===== config.mk =====
export PLATFORM = sky130hd
export DESIGN_NAME = humidity_sensor_frame_decoder_flat
export DESIGN_NICKNAME = d
export VERILOG_FILES = /design/src/design/hsfd_pkg.sv /design/src/design/hsfd_if.sv /design/src/design/hsfd_bit_cell.sv /design/src/design/hsfd_frame_check.sv /design/src/design/humidity_sensor_frame_decoder.sv /design/src/flat_wrapper.sv
export VERILOG_INCLUDE_DIRS = /design/src /design/src/design
export SDC_FILE = /design/constraint.sdc
export NUM_CORES = 1
export LEC_CHECK = 0
export ABC_AREA = 1
export CAP_MARGIN = 0
export CORE_ASPECT_RATIO = 1.5
export CORE_UTILIZATION = 55
export DETAILED_ROUTE_END_ITERATION = 6
export DONT_BUFFER_PORTS = 1
export PLACE_DENSITY_LB_ADDON = 0.1
export SETUP_SLACK_MARGIN = 0.05
export SLEW_MARGIN = 20
export SYNTH_ARGS = -nofsm -noshare
export SYNTH_HDL_FRONTEND = slang
export SYNTH_SLANG_ARGS = --single-unit

===== constraint.sdc =====
create_clock -name i_clk -period 4 [get_ports i_clk]
set_clock_uncertainty 0.1 [all_clocks]
set_input_delay 0.4 -clock i_clk [delete_from_list [all_inputs] [get_ports i_clk]]
set_output_delay 0.4 -clock i_clk [all_outputs]
set_load 0.01 [all_outputs]

===== src/design/assert_macros.svh =====
// assert_macros.svh: concurrent assertion macros shared by the frame decoder RTL.
// Depends on nothing; included by files that carry assertions.
`ifndef ASSERT_MACROS_SVH
`define ASSERT_MACROS_SVH

// same-cycle implication, off while reset is low
`define ASSERT_IMPLIES(label, clk, rst_n, ante, cons) \
    label: assert property (@(posedge clk) disable iff (!(rst_n)) (ante) |-> (cons)) \
        else $error("assertion failed: same-cycle implication");

// next-cycle implication, off while reset is low
`define ASSERT_NEXT(label, clk, rst_n, ante, cons) \
    label: assert property (@(posedge clk) disable iff (!(rst_n)) (ante) |=> (cons)) \
        else $error("assertion failed: next-cycle implication");

`endif


===== src/design/hsfd_pkg.sv =====
// hsfd_pkg: constants, status codes and the result type of the frame decoder.
// No dependencies; used by the interfaces, hsfd_frame_check and the top level.
`timescale 1ns / 1ps

package hsfd_pkg;

    localparam int FRAME_BITS = 40;
    localparam int WIDTH_BITS = 15;
    localparam int CNT_W      = $clog2(FRAME_BITS + 1);
    localparam int BYTE_W     = 8;
    localparam int WORD_W     = 16;

    localparam logic [WIDTH_BITS-1:0] THRESHOLD_RESET = WIDTH_BITS'(50);

    typedef enum logic [1:0] {
        ST_OK       = 2'd0,
        ST_SHORT    = 2'd1,
        ST_NO_HIGH  = 2'd2,
        ST_CHECKSUM = 2'd3
    } t_status;

    typedef struct packed {
        t_status                   status;
        logic        [WORD_W-1:0]  humidity_tenths;
        logic signed [WORD_W-1:0]  temperature_tenths;
    } t_result;

endpackage


===== src/design/hsfd_if.sv =====
// hsfd_sym_if / hsfd_res_if: valid/ready channels for symbol words and result words.
// Depends on hsfd_pkg for field widths.
`timescale 1ns / 1ps

interface hsfd_sym_if;
    logic                              valid;
    logic                              ready;
    logic                              first_level;
    logic [hsfd_pkg::WIDTH_BITS-1:0]   first_width;
    logic                              second_level;
    logic [hsfd_pkg::WIDTH_BITS-1:0]   second_width;
    logic                              end_of_capture;

    modport source (
        output valid, first_level, first_width, second_level, second_width, end_of_capture,
        input  ready
    );
    modport sink (
        input  valid, first_level, first_width, second_level, second_width, end_of_capture,
        output ready
    );
endinterface

interface hsfd_res_if;
    logic                              valid;
    logic                              ready;
    logic [1:0]                        status;
    logic [hsfd_pkg::WORD_W-1:0]       humidity_tenths;
    logic signed [hsfd_pkg::WORD_W-1:0] temperature_tenths;

    modport source (
        output valid, status, humidity_tenths, temperature_tenths,
        input  ready
    );
    modport sink (
        input  valid, status, humidity_tenths, temperature_tenths,
        output ready
    );
endinterface


===== src/design/hsfd_bit_cell.sv =====
// hsfd_bit_cell: one stage of the 40-bit frame window; takes its neighbour's bit on shift.
// Depends on nothing.
`timescale 1ns / 1ps

module hsfd_bit_cell (
    input  logic i_clk,
    input  logic i_rst_n,
    input  logic i_shift,
    input  logic i_clear,
    input  logic i_bit,
    output logic o_bit
);

    logic r_bit;

    always_ff @(posedge i_clk) begin
        if (!i_rst_n || i_clear) begin
            r_bit <= 1'b0;
        end else if (i_shift) begin
            r_bit <= i_bit;
        end
    end

    assign o_bit = r_bit;

endmodule


===== src/design/hsfd_frame_check.sv =====
// hsfd_frame_check: status, checksum and value extraction for a completed window.
// Depends on hsfd_pkg.
`timescale 1ns / 1ps

module hsfd_frame_check (
    input  logic [hsfd_pkg::FRAME_BITS-1:0] i_window,
    input  logic [hsfd_pkg::CNT_W-1:0]      i_sym_cnt,
    input  logic [hsfd_pkg::CNT_W-1:0]      i_clean_run,
    output hsfd_pkg::t_result               o_result
);

    logic [hsfd_pkg::BYTE_W-1:0] w_b0, w_b1, w_b2, w_b3, w_b4, w_sum;
    logic [hsfd_pkg::WORD_W-1:0] w_raw_t, w_mag;

    assign w_b0 = i_window[39:32];
    assign w_b1 = i_window[31:24];
    assign w_b2 = i_window[23:16];
    assign w_b3 = i_window[15:8];
    assign w_b4 = i_window[7:0];

    // checksum wraps to 8 bits
    assign w_sum   = w_b0 + w_b1 + w_b2 + w_b3;
    assign w_raw_t = {w_b2, w_b3};
    assign w_mag   = {1'b0, w_raw_t[hsfd_pkg::WORD_W-2:0]};

    always_comb begin
        o_result.status             = hsfd_pkg::ST_OK;
        o_result.humidity_tenths    = '0;
        o_result.temperature_tenths = '0;
        if (i_sym_cnt < hsfd_pkg::CNT_W'(hsfd_pkg::FRAME_BITS)) begin
            o_result.status = hsfd_pkg::ST_SHORT;
        end else if (i_clean_run < hsfd_pkg::CNT_W'(hsfd_pkg::FRAME_BITS)) begin
            o_result.status = hsfd_pkg::ST_NO_HIGH;
        end else if (w_sum != w_b4) begin
            o_result.status = hsfd_pkg::ST_CHECKSUM;
        end else begin
            o_result.humidity_tenths = {w_b0, w_b1};
            // sign-magnitude to two's complement; negative zero comes out as 0
            o_result.temperature_tenths = w_raw_t[hsfd_pkg::WORD_W-1] ? (~w_mag + 1'b1) : w_mag;
        end
    end

endmodule


===== src/design/humidity_sensor_frame_decoder.sv =====
// humidity_sensor_frame_decoder: top level, a row of bit cells plus counters and result skid.
// Depends on hsfd_pkg, hsfd_if, hsfd_bit_cell, hsfd_frame_check, assert_macros.svh.
//
//  channel   | dir | handshake      | word
//  i_sym     | in  | valid/ready    | two level/width halves + end_of_capture
//  o_res     | out | valid/ready    | status, humidity_tenths, temperature_tenths
//  i_cfg_*   | in  | write enable   | bit_threshold (15 bits)
//
// One symbol word per cycle while i_sym.ready is high; the word that closes a capture
// has its result registered in the output register, or in the skid slot behind a stalled o_res.
// The result comes from the single compare-shift-check path into those registers.
// Reset (synchronous, active low) clears the window, counters, result valids
// and sets the threshold to 50.
// i_sym.ready only drops while the skid slot holds a result behind a stalled o_res.
`timescale 1ns / 1ps
`include "assert_macros.svh"

module humidity_sensor_frame_decoder (
    input  logic                            i_clk,
    input  logic                            i_rst_n,
    input  logic                            i_cfg_wr_en,
    input  logic [hsfd_pkg::WIDTH_BITS-1:0] i_cfg_wr_data,
    hsfd_sym_if.sink                        i_sym,
    hsfd_res_if.source                      o_res
);

    // configuration
    logic [hsfd_pkg::WIDTH_BITS-1:0] r_thr;

    always_ff @(posedge i_clk) begin
        if (!i_rst_n) begin
            r_thr <= hsfd_pkg::THRESHOLD_RESET;
        end else if (i_cfg_wr_en) begin
            r_thr <= i_cfg_wr_data;
        end
    end

    // symbol decode
    logic                            w_accept;
    logic                            w_last;
    logic                            w_has_high;
    logic [hsfd_pkg::WIDTH_BITS-1:0] w_high;
    logic                            w_bit;

    assign w_accept   = i_sym.valid && i_sym.ready;
    assign w_last     = i_sym.end_of_capture;
    assign w_has_high = i_sym.first_level || i_sym.second_level;
    // first half wins when both are high
    assign w_high     = i_sym.first_level ? i_sym.first_width : i_sym.second_width;
    assign w_bit      = w_has_high && (w_high > r_thr);

    // row of bit cells: cell 0 holds the newest bit
    logic [hsfd_pkg::FRAME_BITS-1:0] w_cells;
    logic [hsfd_pkg::FRAME_BITS-1:0] w_feed;
    logic [hsfd_pkg::FRAME_BITS-1:0] w_window_next;

    assign w_feed        = {w_cells[hsfd_pkg::FRAME_BITS-2:0], w_bit};
    assign w_window_next = w_feed;

    for (genvar k = 0; k < hsfd_pkg::FRAME_BITS; k++) begin : g_cell
        hsfd_bit_cell u_cell (
            .i_clk   (i_clk),
            .i_rst_n (i_rst_n),
            .i_shift (w_accept),
            .i_clear (w_accept && w_last),
            .i_bit   (w_feed[k]),
            .o_bit   (w_cells[k])
        );
    end

    // symbol and clean-run counters, both saturating at the frame length
    logic [hsfd_pkg::CNT_W-1:0] r_sym_cnt, n_sym_cnt;
    logic [hsfd_pkg::CNT_W-1:0] r_clean_run, n_clean_run;
    logic [hsfd_pkg::CNT_W-1:0] w_sym_inc, w_clean_inc;

    localparam logic [hsfd_pkg::CNT_W-1:0] CntFull = hsfd_pkg::CNT_W'(hsfd_pkg::FRAME_BITS);

    always_comb begin
        w_sym_inc   = (r_sym_cnt < CntFull) ? r_sym_cnt + 1'b1 : r_sym_cnt;
        w_clean_inc = !w_has_high ? '0
                    : ((r_clean_run < CntFull) ? r_clean_run + 1'b1 : r_clean_run);
        n_sym_cnt   = r_sym_cnt;
        n_clean_run = r_clean_run;
        if (w_accept) begin
            if (w_last) begin
                n_sym_cnt   = '0;
                n_clean_run = '0;
            end else begin
                n_sym_cnt   = w_sym_inc;
                n_clean_run = w_clean_inc;
            end
        end
    end

    always_ff @(posedge i_clk) begin
        if (!i_rst_n) begin
            r_sym_cnt   <= '0;
            r_clean_run <= '0;
        end else begin
            r_sym_cnt   <= n_sym_cnt;
            r_clean_run <= n_clean_run;
        end
    end

    // frame check on the window as it stands after this symbol
    hsfd_pkg::t_result w_result;

    hsfd_frame_check u_check (
        .i_window    (w_window_next),
        .i_sym_cnt   (w_sym_inc),
        .i_clean_run (w_clean_inc),
        .o_result    (w_result)
    );

    // output register plus one skid slot
    logic              r_out_valid, n_out_valid;
    logic              r_skid_valid, n_skid_valid;
    hsfd_pkg::t_result r_out, n_out;
    hsfd_pkg::t_result r_skid, n_skid;
    logic              w_push, w_pop;

    assign w_push      = w_accept && w_last;
    assign w_pop       = r_out_valid && o_res.ready;
    assign i_sym.ready = !r_skid_valid;

    always_comb begin
        n_out_valid  = r_out_valid;
        n_skid_valid = r_skid_valid;
        n_out        = r_out;
        n_skid       = r_skid;
        if (!r_out_valid || w_pop) begin
            if (r_skid_valid) begin
                n_out        = r_skid;
                n_out_valid  = 1'b1;
                n_skid_valid = 1'b0;
            end else if (w_push) begin
                n_out       = w_result;
                n_out_valid = 1'b1;
            end else begin
                n_out_valid = 1'b0;
            end
        end else if (w_push) begin
            n_skid       = w_result;
            n_skid_valid = 1'b1;
        end
    end

    always_ff @(posedge i_clk) begin
        if (!i_rst_n) begin
            r_out_valid  <= 1'b0;
            r_skid_valid <= 1'b0;
        end else begin
            r_out_valid  <= n_out_valid;
            r_skid_valid <= n_skid_valid;
        end
    end

    always_ff @(posedge i_clk) begin
        r_out  <= n_out;
        r_skid <= n_skid;
    end

    assign o_res.valid              = r_out_valid;
    assign o_res.status             = r_out.status;
    assign o_res.humidity_tenths    = r_out.humidity_tenths;
    assign o_res.temperature_tenths = r_out.temperature_tenths;

    // checks
    logic w_state_clear;
    logic w_out_fail;
    logic w_out_values_zero;

    assign w_state_clear     = (r_sym_cnt == '0) && (r_clean_run == '0) && (w_cells == '0);
    assign w_out_fail        = r_out_valid && (r_out.status != hsfd_pkg::ST_OK);
    assign w_out_values_zero = (r_out.humidity_tenths == '0)
                            && (r_out.temperature_tenths == '0);

    `ASSERT_IMPLIES(a_skid_behind_out, i_clk, i_rst_n, r_skid_valid, r_out_valid)
    `ASSERT_IMPLIES(a_clean_le_count, i_clk, i_rst_n, 1'b1, r_clean_run <= r_sym_cnt)
    `ASSERT_NEXT(a_clear_after_end, i_clk, i_rst_n, w_accept && w_last, w_state_clear)
    `ASSERT_IMPLIES(a_fail_zero_values, i_clk, i_rst_n, w_out_fail, w_out_values_zero)

endmodule

===== src/flat_wrapper.sv =====
// flat-port wrapper written by rule: the top's interface ports become plain ports
module humidity_sensor_frame_decoder_flat 
  (i_clk, i_rst_n, i_cfg_wr_en, i_cfg_wr_data, i_sym_valid, i_sym_first_level, i_sym_first_width, i_sym_second_level, i_sym_second_width, i_sym_end_of_capture, i_sym_ready, o_res_valid, o_res_status, o_res_humidity_tenths, o_res_temperature_tenths, o_res_ready);
  hsfd_sym_if i_sym_i ();
  hsfd_res_if o_res_i ();
  input  logic i_clk;
  input  logic i_rst_n;
  input  logic i_cfg_wr_en;
  input  logic [hsfd_pkg::WIDTH_BITS-1:0] i_cfg_wr_data;
  input wire logic [$bits(i_sym_i.valid)-1:0] i_sym_valid;
  input wire logic [$bits(i_sym_i.first_level)-1:0] i_sym_first_level;
  input wire logic [$bits(i_sym_i.first_width)-1:0] i_sym_first_width;
  input wire logic [$bits(i_sym_i.second_level)-1:0] i_sym_second_level;
  input wire logic [$bits(i_sym_i.second_width)-1:0] i_sym_second_width;
  input wire logic [$bits(i_sym_i.end_of_capture)-1:0] i_sym_end_of_capture;
  output wire logic [$bits(i_sym_i.ready)-1:0] i_sym_ready;
  output wire logic [$bits(o_res_i.valid)-1:0] o_res_valid;
  output wire logic [$bits(o_res_i.status)-1:0] o_res_status;
  output wire logic [$bits(o_res_i.humidity_tenths)-1:0] o_res_humidity_tenths;
  output wire logic [$bits(o_res_i.temperature_tenths)-1:0] o_res_temperature_tenths;
  input wire logic [$bits(o_res_i.ready)-1:0] o_res_ready;
  assign i_sym_i.valid = i_sym_valid;
  assign i_sym_i.first_level = i_sym_first_level;
  assign i_sym_i.first_width = i_sym_first_width;
  assign i_sym_i.second_level = i_sym_second_level;
  assign i_sym_i.second_width = i_sym_second_width;
  assign i_sym_i.end_of_capture = i_sym_end_of_capture;
  assign i_sym_ready = i_sym_i.ready;
  assign o_res_valid = o_res_i.valid;
  assign o_res_status = o_res_i.status;
  assign o_res_humidity_tenths = o_res_i.humidity_tenths;
  assign o_res_temperature_tenths = o_res_i.temperature_tenths;
  assign o_res_i.ready = o_res_ready;
  humidity_sensor_frame_decoder u_core (.i_clk(i_clk), .i_rst_n(i_rst_n), .i_cfg_wr_en(i_cfg_wr_en), .i_cfg_wr_data(i_cfg_wr_data), .i_sym(i_sym_i), .o_res(o_res_i));
endmodule

==> impl_metrics.yaml, run 1 <==
outcome:
  status: "finished, violations left"
  violations: "DRC"
power_and_ir_drop:
  pwr-share-comb_pct: 7.7
  swShare_pct: 23.4
  power_density_nw_per_um2: 390
  internal-power_mw: 2.56
  power.leakage_nw: 4.33
  peakVddDrop_mv: 0.285
  clkPwrFrac_pct: 47.4
  p_sw_mw: 0.780
  seqPwrFrac_pct: 44.9
final_layout:
  instances_no_fill: 1096
  utilization_pct: 63.2
  diodes: 0
  drive_above_1_share_pct: 14.5
  final_cell_mix: "nand2_1 (230), inv_1 (125), nor2_1 (93)"
  syn2layout_area_growth_pct: 11.7
  nets: 1014
  mostFrequentLayoutCell: "nand2_1"
yosys:
  postSynthAreaPerCell_um2: 8.38
  synth_ff_type: "edfxtp_1"
  synth_top_cell_by_area: "edfxtp_1"
  syn_nets: 1005
  syn-cell-area_um2: 7650
  yosysSeqAreaShare_pct: 44.5
  synth_edf_count: 68
  syn_inst: 913
  synth.area.top_cells: "edfxtp_1 (27%), dfxtp_1 (18%), nand2_1 (11%)"
  ys_async_sr_fraction_pct: 0
  synth.distinct_cells: 40
  ys_seq_elements: 136
  yosysWarnings: 0
  yosysTopAreaCellShare_pct: 26.7
setup_path:
  critPathLaunchType: "register"
  cp_max_fo: 6
  crit_path_end_kind: "register"
  crit_required_ns: 4.17
  arrival_ns: 3.95
  crit_type: "reg -> reg"
timing:
  hold_violations: 0
  rsz0062_at_grt: "no"
  relSlewSlack_pct: 44.2
  maxSlewViolCount: 0
  hold_slack_ns: 0.0171
  tns_ns: 0
  period_share_pct: 94.6
  min_period_ns: 3.78
  setup_viol: 0
  timing.fmax_mhz: 264
  worst_slew_pin_slew_ns: 0.838
global_routing:
  track_usage_pct: 22.9
  grt_max_degree: 68
  grt-ovfl-total: 0
  first_global_vias: 5688
  antenna_found_initial: 0
  grt_first_pass_wirelength_um: 26300
run:
  drv_cap: 0
cts:
  cts_made_buffers: 17
  cts_root_buf: "clkbuf_16"
  cts_tree: "built"
  clk_pin_slew_ns: 0.06
  ctsLongestPathBuffers: 2
  clock_latency_ns: 0.42
  htree_levels: 4
  cts.sink_count: 136
drt:
  ant_nets: 0
  drt_iter0_markers: 279
  routedWlPerCell_um: 14.5
  drc_errors: 3
  dr_total_vias: 5828
  first_pass_iters: 7
  totalWireLength_um: 15900
  viasPerCell: 5.32
floorplan:
  dieArea_um2: 14400
  fp.dieW_um: 98.3
  die_h_um: 146
  core_area_um2: 13500
  initial_utilization_pct: 56.5
  core.rowCount: 52
  io_pins: 89
worst_hold_path:
  hp-class: "in -> reg"
place:
  portBuffers: 0
  gp_congestion: 0.911
  placedCellCount: 1050
  place.detailed.hpwl_um: 11400
[per-stage QoR]
stage	total power, mW	area (um2)	setup slack (ns)
detailed placement	1.76	7760	0.247
global placement	1.75	7760	0.308
floorplan	1.73	7650	0.567
finish	3.34	8550	0.217
CTS	3.35	8380	0.224
global route	3.46	8550	0.0493
[worst paths after layout]
path                                                     from                                    endpoint  slack (ns)  cells after the start
setup / recovery  u_core.g_cell[16].u_cell.o_bit$_SDFFE_PP0P_  u_core.o_res.humidity_tenths[11]$_DFFE_PP_        0.22                     17
hold / removal                                    i_cfg_wr_en                u_core.r_thr[1]$_SDFFE_PN1P_        0.02                      2
setup reg to reg  u_core.g_cell[16].u_cell.o_bit$_SDFFE_PP0P_  u_core.o_res.humidity_tenths[11]$_DFFE_PP_        0.22                     17
hold reg to reg                 u_core.r_thr[14]$_SDFFE_PN0P_               u_core.r_thr[14]$_SDFFE_PN0P_        0.36                      2
[routing by layer]
layer  track usage [%]  part of all wire (%)
met1              23.8                    39
met2              44.4                    56
met3              4.31                   2.6
met4              9.25                   2.7
met5                 0                     0
[final cells by class]
type	count	area, um2
Timing Repair Buffer	30	294
Clock buffer	17	425
Inverter	129	484
Tap cell	162	203
Fill cell	1152	4980
Multi-Input combinational cell	608	3560
Sequential cell	136	3410
Clock inverter	14	173
[power by group through the flow]
stage	logic (mW)	registers, mW	clock network, mW
2_1_floorplan	0.198	1.53	0
3_3_place_gp	0.218	1.53	0
3_5_place_dp	0.226	1.53	0
4_1_cts	0.229	1.50	1.62
5_1_grt	0.290	1.50	1.67
6_report	0.257	1.50	1.58
[registers in the layout, indices dropped and copies added, names as in the netlist, 2 cells and up]
signal,flops
u_core.r_thr,15
u_core.g_cell.u_cell.o_bit,39
u_core.o_res.temperature_tenths,16
u_core.r_clean_run,6
u_core.o_res.status,2
u_core.r_sym_cnt,6
u_core.o_res.humidity_tenths,16
u_core.r_skid,34
[worst max-delay path: stages (launching register included)]
cell       delay (ns)
dfxtp_4          0.36
fa_1             0.53
inv_1            0.05
fa_1             0.50
inv_2            0.05
ha_4             0.17
fa_1             0.45
nand2_1          0.08
nand2_1          0.06
xnor2_1          0.12
nor2_1           0.10
nand3_1          0.13
nor3_4           0.28
buf_6            0.16
clkbuf_16        0.14
buf_4            0.10
nand4_2          0.11
a21oi_2          0.15
[cell families after synthesis]
group / after synthesis / synth area share (%)
simple gates: 408 / 25.1
mux: 1 / 0.131
xor+xnor: 16 / 2.01
compound gates: 144 / 11.1
buf+inv: 169 / 9.47
flops: 136 / 44.5
fa+ha+maj: 39 / 7.75
[Yosys cell counts, types with 14 or more instances]
cell type and instances:
nor2_1 95, o21ai_0 28, ha_1 25, edfxtp_1 68, a21oi_1 80, dfxtp_1 68, a21oi_2 30, fa_1 14
nand4_2 29, inv_1 127, nand3_1 29, clkbuf_1 24, nand2_1 230
[timing repair]
action                                  in CTS  in global routing
endpoints found under the setup margin       0                  9
gates resized for setup                      0                  9
hold buffers                                 2                  0
endpoints found under the hold margin        4                  0
setup buffers                                0                 11
Power figures use the tool's default switching activity.
==> run 2: changes to the inputs <==
--- a/config.mk
+++ b/config.mk
@@ -6,7 +6,6 @@
 export SDC_FILE = /design/constraint.sdc
 export NUM_CORES = 1
 export LEC_CHECK = 0
-export ABC_AREA = 1
 export CAP_MARGIN = 0
 export CORE_ASPECT_RATIO = 1.5
 export CORE_UTILIZATION = 55
@@ -14,7 +13,7 @@
 export DONT_BUFFER_PORTS = 1
 export PLACE_DENSITY_LB_ADDON = 0.1
 export SETUP_SLACK_MARGIN = 0.05
-export SLEW_MARGIN = 20
+export SLEW_MARGIN = 25
 export SYNTH_ARGS = -nofsm -noshare
 export SYNTH_HDL_FRONTEND = slang
 export SYNTH_SLANG_ARGS = --single-unit
==> run 2 against run 1 <==
  * The run ends with setup timing left
  * Utilization is 4.2 points higher
  * Die area is 9.6% lower
  * Worst hold slack worse by 0.0089 ns
  * Synthesized cell count is 26% lower
  * Critical path depth is 2 lower
  * Final cell count is 21% lower
  * Clock-buffer cell count stayed put
  * Wire length is 0.78% lower
  * Non-clock buffer count is 8 higher
  * Global-route usage is 2.5 points higher
  * Worst setup slack worse by 0.31 ns
  * Critical endpoint is now u_core.o_res.temperature_tenths[3]$_DFFE_PP_
  * Largest cell class is now flip-flops and latches
==> impl_metrics.yaml, run 2 <==
timing:
  min_period_ns: 4.09
  tns_ns: -1.53
  period_share_pct: 102
  setup_viol: 35
  worst_slew_pin_slew_ns: 0.822
  timing.fmax_mhz: 245
  maxSlewViolCount: 0
  setup_ws_ns: -0.0884
  rsz0062_at_grt: "yes"
  relSlewSlack_pct: 45.1
  hold_violations: 0
setup_path:
  critPathLaunchType: "register"
  worst-r2r-setup-slack_ns: -0.09
  cpPeakStageDelay_ns: 0.55
  cp_common_cell: "fa_1"
  arrival_ns: 4.25
  crit_required_ns: 4.16
  slowest_stage: "fa_2"
  cp_max_fo: 6
  crit_chain: "fa_1 -> inv_1 -> fa_1 -> inv_2 -> ha_4 -> fa_2 -> xor2_1 -> a2111oi_2 -> o2111ai_1 -> a221oi_2 -> buf_4 -> nand4b_4 -> buf_6 -> buf_16 -> o31ai_2"
  cp_top_family: "adder cells"
  worst-path-buf-inv: 5
  crit_path_end_kind: "register"
  crit_type: "reg -> reg"
final_layout:
  final_cell_mix: "nand2_1 (115), edfxtp_1 (68), dfxtp_1 (65)"
  utilization_pct: 67.3
  diodes: 0
  syn2layout_area_growth_pct: 18.3
  nets: 791
  fin_area_um2: 8180
  largest_reg_flops: 39
  drive_above_1_share_pct: 17.0
  mostFrequentLayoutCell: "nand2_1"
drt:
  dr_total_vias: 4936
  first_pass_iters: 4
  route.met2.wl_um: 8550
  drc_errors: 0
  viasPerCell: 5.71
  ant_nets: 0
  routedWlPerCell_um: 18.2
  met3_length_um: 542
  routed.top_layer: "met4"
  wl_met1_um: 6000
  totalWireLength_um: 15800
  drt_iter0_markers: 225
floorplan:
  initial_utilization_pct: 56.9
  die_h_um: 139
  dieArea_um2: 13000
  core_area_um2: 12100
  core.rowCount: 49
  fp.dieW_um: 93.5
  io_pins: 89
cts:
  clk_pin_slew_ns: 0.06
  clock_latency_ns: 0.42
  cts_made_buffers: 17
  cts.sink_count: 136
  ctsLongestPathBuffers: 2
  cts_tree: "built"
  htree_levels: 4
  cts_root_buf: "clkbuf_16"
yosys:
  yosysMostFrequentCell: "nand2_1"
  ys_seq_elements: 136
  postSynthAreaPerCell_um2: 10.2
  yosysTopAreaCellShare_pct: 29.6
  synth.distinct_cells: 56
  synth_edf_count: 68
  synthTopCellsByCount: "nand2_1 (115), dfxtp_1 (68), edfxtp_1 (68)"
  synth_ff_type: "edfxtp_1"
  syn-cell-area_um2: 6910
  yosysWarnings: 0
  synth.area.top_cells: "edfxtp_1 (30%), dfxtp_1 (20%), nand2_1 (6.2%)"
  syn_nets: 772
  ys_async_sr_fraction_pct: 0
  synth_top_cell_by_area: "edfxtp_1"
  yosysSeqAreaShare_pct: 49.3
  syn_inst: 680
global_routing:
  first_global_vias: 4975
  track_usage_pct: 25.4
  grt-ovfl-total: 0
  antenna_found_initial: 0
  grt_max_degree: 48
  grt_first_pass_wirelength_um: 25000
place:
  place_ws_ns: -0.109
  portBuffers: 0
  placed_area_um2: 7060
  place.detailed.hpwl_um: 9850
  gp_congestion: 0.866
run:
  drv_cap: 0
worst_hold_path:
  hp-class: "in -> reg"
power_and_ir_drop:
  power.leakage_nw: 2.92
  power_density_nw_per_um2: 412
  peakVddDrop_mv: 0.294
  fin_total_pwr_mw: 3.37
outcome:
  violations: "setup timing"
  status: "finished, violations left"
[run 2: cell count changes after synthesis, moves of 9 or more]
cell,before,now
nand4_2,29,0
nor2_1,95,49
xor2_1,9,18
inv_1,127,47
a21oi_2,30,0
nand2_1,230,115
nor2b_1,0,20
o31ai_1,0,15
a22o_1,0,18
mux2_2,0,14
nand3_1,29,6
mux2i_1,1,16
a21oi_1,80,56
[run 2: per-layer routing]
layer / GRT usage (%) / vias to the layer above
met5: 0 / -
met4: 14.9 / 0
met3: 4.81 / 40
met2: 46.1 / 141
met1: 26.7 / 2355
li1: - / 2400
[run 2: area by class of cell]
| cell class | count | area (um2) |
|---|---|---|
| flip-flops and latches | 136 | 3410 |
| clock inverters | 15 | 216 |
| clock buffers | 17 | 425 |
| well taps | 153 | 191 |
| fillers | 926 | 3960 |
| multi-input cells | 459 | 3290 |
| inverters | 47 | 176 |
| repair buffers | 38 | 469 |
[run 2: repair_timing]
item                                    CTS  global route
endpoints found under the setup margin   32            68
gates resized for setup                  27            24
hold buffers                              5             0
setup buffers                             7             3
hold endpoints to repair                 10             0
pin swaps                                17             9
gates cloned                              6             1
[run 2: power by group]
group / internal (mW) / switching, mW
combinational: 0.0693 / 0.0943
sequential: 1.49 / 0.0192
clock: 1.06 / 0.639
total: 2.61 / 0.752
[run 2: cell families after synthesis]
kind of cell	share of synthesized area [%]
compound gates	13.8
xor+xnor	3.80
fa+ha+maj	8.59
buf+inv	5.78
flops	49.3
mux	4.60
simple gates	14.2
[run 2: worst paths after layout]
path,from,to,cells after the start
worst max-delay path,u_core.g_cell[16].u_cell.o_bit$_SDFFE_PP0P_,u_core.o_res.temperature_tenths[3]$_DFFE_PP_,15
worst min-delay path,i_rst_n,u_core.r_thr[13]$_SDFFE_PN0P_,1
worst max register to register,u_core.g_cell[16].u_cell.o_bit$_SDFFE_PP0P_,u_core.o_res.temperature_tenths[3]$_DFFE_PP_,15
worst min register to register,u_core.g_cell[3].u_cell.o_bit$_SDFFE_PP0P_,u_core.g_cell[3].u_cell.o_bit$_SDFFE_PP0P_,2
[run 2: metrics by stage]
step,hold WS (ns),cells
after floorplan,0.357,680
after global placement,0.366,813
after detailed placement,0.379,813
after CTS,0.000322,862
after global routing,0.00138,865
final,0.00827,865
[run 2: worst register-to-register path: cells and delay by family (launching register included)]
family | cells | cell delay [ns]
buffers and inverters | 5 | 0.63
adders and majority gates | 4 | 1.73
DFF | 1 | 0.33
xor gates and xnor gates | 1 | 0.08
AOI/OAI and AO/OA | 4 | 0.88
and+or+nand+nor | 1 | 0.17
==> run 3: changes to the inputs <==
--- a/config.mk
+++ b/config.mk
@@ -17,3 +17,4 @@
 export SYNTH_ARGS = -nofsm -noshare
 export SYNTH_HDL_FRONTEND = slang
 export SYNTH_SLANG_ARGS = --single-unit
+export TNS_END_PERCENT = 10
==> run 3 against run 2 <==
  * The run still ends with setup timing left
  * Final cell count decreased by 0.46%
  * Highest routed layer unchanged
  * Largest cell class unchanged
  * Clock power barely moved
  * Global-route usage decreased by 0.11 points
  * Fmax shrank 0.27%
  * Combinational power grew 2%
  * Via count up 0.45%
  * Wire length fell by 2.2%
  * Critical path type unchanged
==> impl_metrics.yaml, run 3 (synthesis gave the netlist of run 2 again) <==
worst_hold_path:
  min_from: "i_rst_n"
  whs_path_depth: 1
  min_to: "u_core.r_thr[13]$_SDFFE_PN0P_"
  hp-class: "in -> reg"
floorplan:
  core_area_um2: 12100
  io_pins: 89
  dieArea_um2: 13000
  die_h_um: 139
  initial_utilization_pct: 56.9
  core.rowCount: 49
  fp.dieW_um: 93.5
cts:
  cts.sink_count: 136
  clk_pin_slew_ns: 0.06
  cts_tree: "built"
  clock_latency_ns: 0.42
  ctsLongestPathBuffers: 2
  cts_root_buf: "clkbuf_16"
  htree_levels: 4
  cts_made_buffers: 17
global_routing:
  grt_max_degree: 48
  grt-ovfl-total: 0
  antenna_found_initial: 0
  first_global_vias: 4950
  grt_first_pass_wirelength_um: 24900
  track_usage_pct: 25.3
final_layout:
  instances_no_fill: 861
  nets: 787
  syn2layout_area_growth_pct: 17.1
  largest_reg_flops: 39
  fin_area_um2: 8090
  utilization_pct: 66.6
  drive_above_1_share_pct: 16.0
  final_cell_mix: "nand2_1 (115), edfxtp_1 (68), dfxtp_1 (65)"
  mostFrequentLayoutCell: "nand2_1"
  nFillCells: 937
  diodes: 0
drt:
  ant_nets: 0
  dr_total_vias: 4958
  totalWireLength_um: 15400
  drc_errors: 0
  viasPerCell: 5.76
  drt_iter0_markers: 226
  routedWlPerCell_um: 17.9
  first_pass_iters: 5
setup_path:
  crit_path_end_kind: "register"
  arrival_ns: 4.26
  cp_max_fo: 6
  worst-r2r-setup-slack_ns: -0.1
  critPathLaunchType: "register"
  crit_type: "reg -> reg"
  crit_required_ns: 4.16
  r2r_cells: 15
  rr_endpoint: "u_core.o_res.temperature_tenths[3]$_DFFE_PP_"
  r2r-start: "u_core.g_cell[16].u_cell.o_bit$_SDFFE_PP0P_"
timing:
  timing.fmax_mhz: 244
  maxSlewViolCount: 0
  hold_violations: 0
  period_share_pct: 102
  worst_slew_pin_slew_ns: 0.823
  setup_viol: 49
  hold_slack_ns: 0.00944
  min_period_ns: 4.10
  setup_ws_ns: -0.0996
  relSlewSlack_pct: 45.0
  rsz0062_at_grt: "yes"
power_and_ir_drop:
  power_density_nw_per_um2: 416
  power.leakage_nw: 2.89
  peakVddDrop_mv: 0.293
place:
  place.detailed.hpwl_um: 9850
  portBuffers: 0
  place_ws_ns: -0.109
  gp_congestion: 0.866
  placed_area_um2: 7060
  placedCellCount: 813
run:
  drv_cap: 0
outcome:
  violations: "setup timing"
  status: "finished, violations left"
run 3: changes by cell type in the layout (fill, tap and decap cells not counted):
cell and change:
buf_12 +1, buf_16 -1, clkbuf_16 -1, nor2_2 +2, o31ai_4 -1, buf_6 -1, nor2_1 +3, buf_8 -1
o31ai_1 +1, buf_4 -2, bufbuf_16 +1, nor2_4 -5
run 3: worst max-delay path: stages (launching register included):
cell and delay, ns:
dfxtp_2 0.32, fa_1 0.54, inv_1 0.05, fa_1 0.49
inv_2 0.05, ha_4 0.16, fa_2 0.54, xor2_1 0.08
a2111oi_2 0.30, o2111ai_1 0.19, a221oi_2 0.23, buf_4 0.16
nand4b_4 0.19, buf_6 0.23, buf_16 0.14, o31ai_2 0.16
run 3: layer usage:
metal  up-vias  track usage, %  share of wire, %
li1       2397               -                 -
met1      2382            27.4                38
met2       151            46.8                56
met3        28            4.32               3.8
met4         0            12.1               3.0
met5         -               0                 0
run 3: layout make-up:
type,instances,area [um2],area share (%)
Clock buffer,17,425,5.26
Clock inverter,15,216,2.68
Inverter,47,176,2.18
Multi-Input combinational cell,459,3240,40.1
Sequential cell,136,3410,42.1
Tap cell,153,191,2.37
Timing Repair Buffer,34,428,5.29
run 3: timing repair:
action                                  in CTS  in global routing
endpoints found under the hold margin       10                  0
endpoints found under the setup margin      32                 68
setup buffers                                5                  0
hold buffers                                 5                  0
resized for setup                           25                 11
gates cloned                                 5                  0
pin swaps                                   24                 14
run 3: stage by stage:
stage | setup TNS [ns] | total power, mW
2_1_floorplan | 0 | 1.66
3_3_place_gp | 0 | 1.68
3_5_place_dp | -2.27 | 1.68
4_1_cts | -2.30 | 3.38
5_1_grt | -13.29 | 3.47
6_report | -1.80 | 3.37
run 3: worst max path at each step:
stage                                                 from                                            end  slack [ns]
2_1_floorplan  u_core.g_cell[32].u_cell.o_bit$_SDFFE_PP0P_     u_core.o_res.humidity_tenths[10]$_DFFE_PP_        0.18
3_3_place_gp   u_core.g_cell[32].u_cell.o_bit$_SDFFE_PP0P_      u_core.o_res.humidity_tenths[2]$_DFFE_PP_        0.04
3_5_place_dp   u_core.g_cell[32].u_cell.o_bit$_SDFFE_PP0P_  u_core.o_res.temperature_tenths[12]$_DFFE_PP_       -0.11
4_1_cts        u_core.g_cell[16].u_cell.o_bit$_SDFFE_PP0P_   u_core.o_res.temperature_tenths[3]$_DFFE_PP_       -0.11
5_1_grt        u_core.g_cell[16].u_cell.o_bit$_SDFFE_PP0P_   u_core.o_res.temperature_tenths[3]$_DFFE_PP_       -0.28
6_report       u_core.g_cell[16].u_cell.o_bit$_SDFFE_PP0P_   u_core.o_res.temperature_tenths[3]$_DFFE_PP_        -0.1
run 3: power by group:
group | switching (mW) | total, mW | internal [mW]
logic | 0.0955 | 0.168 | 0.0726
clock network | 0.636 | 1.69 | 1.06
registers | 0.0192 | 1.50 | 1.49
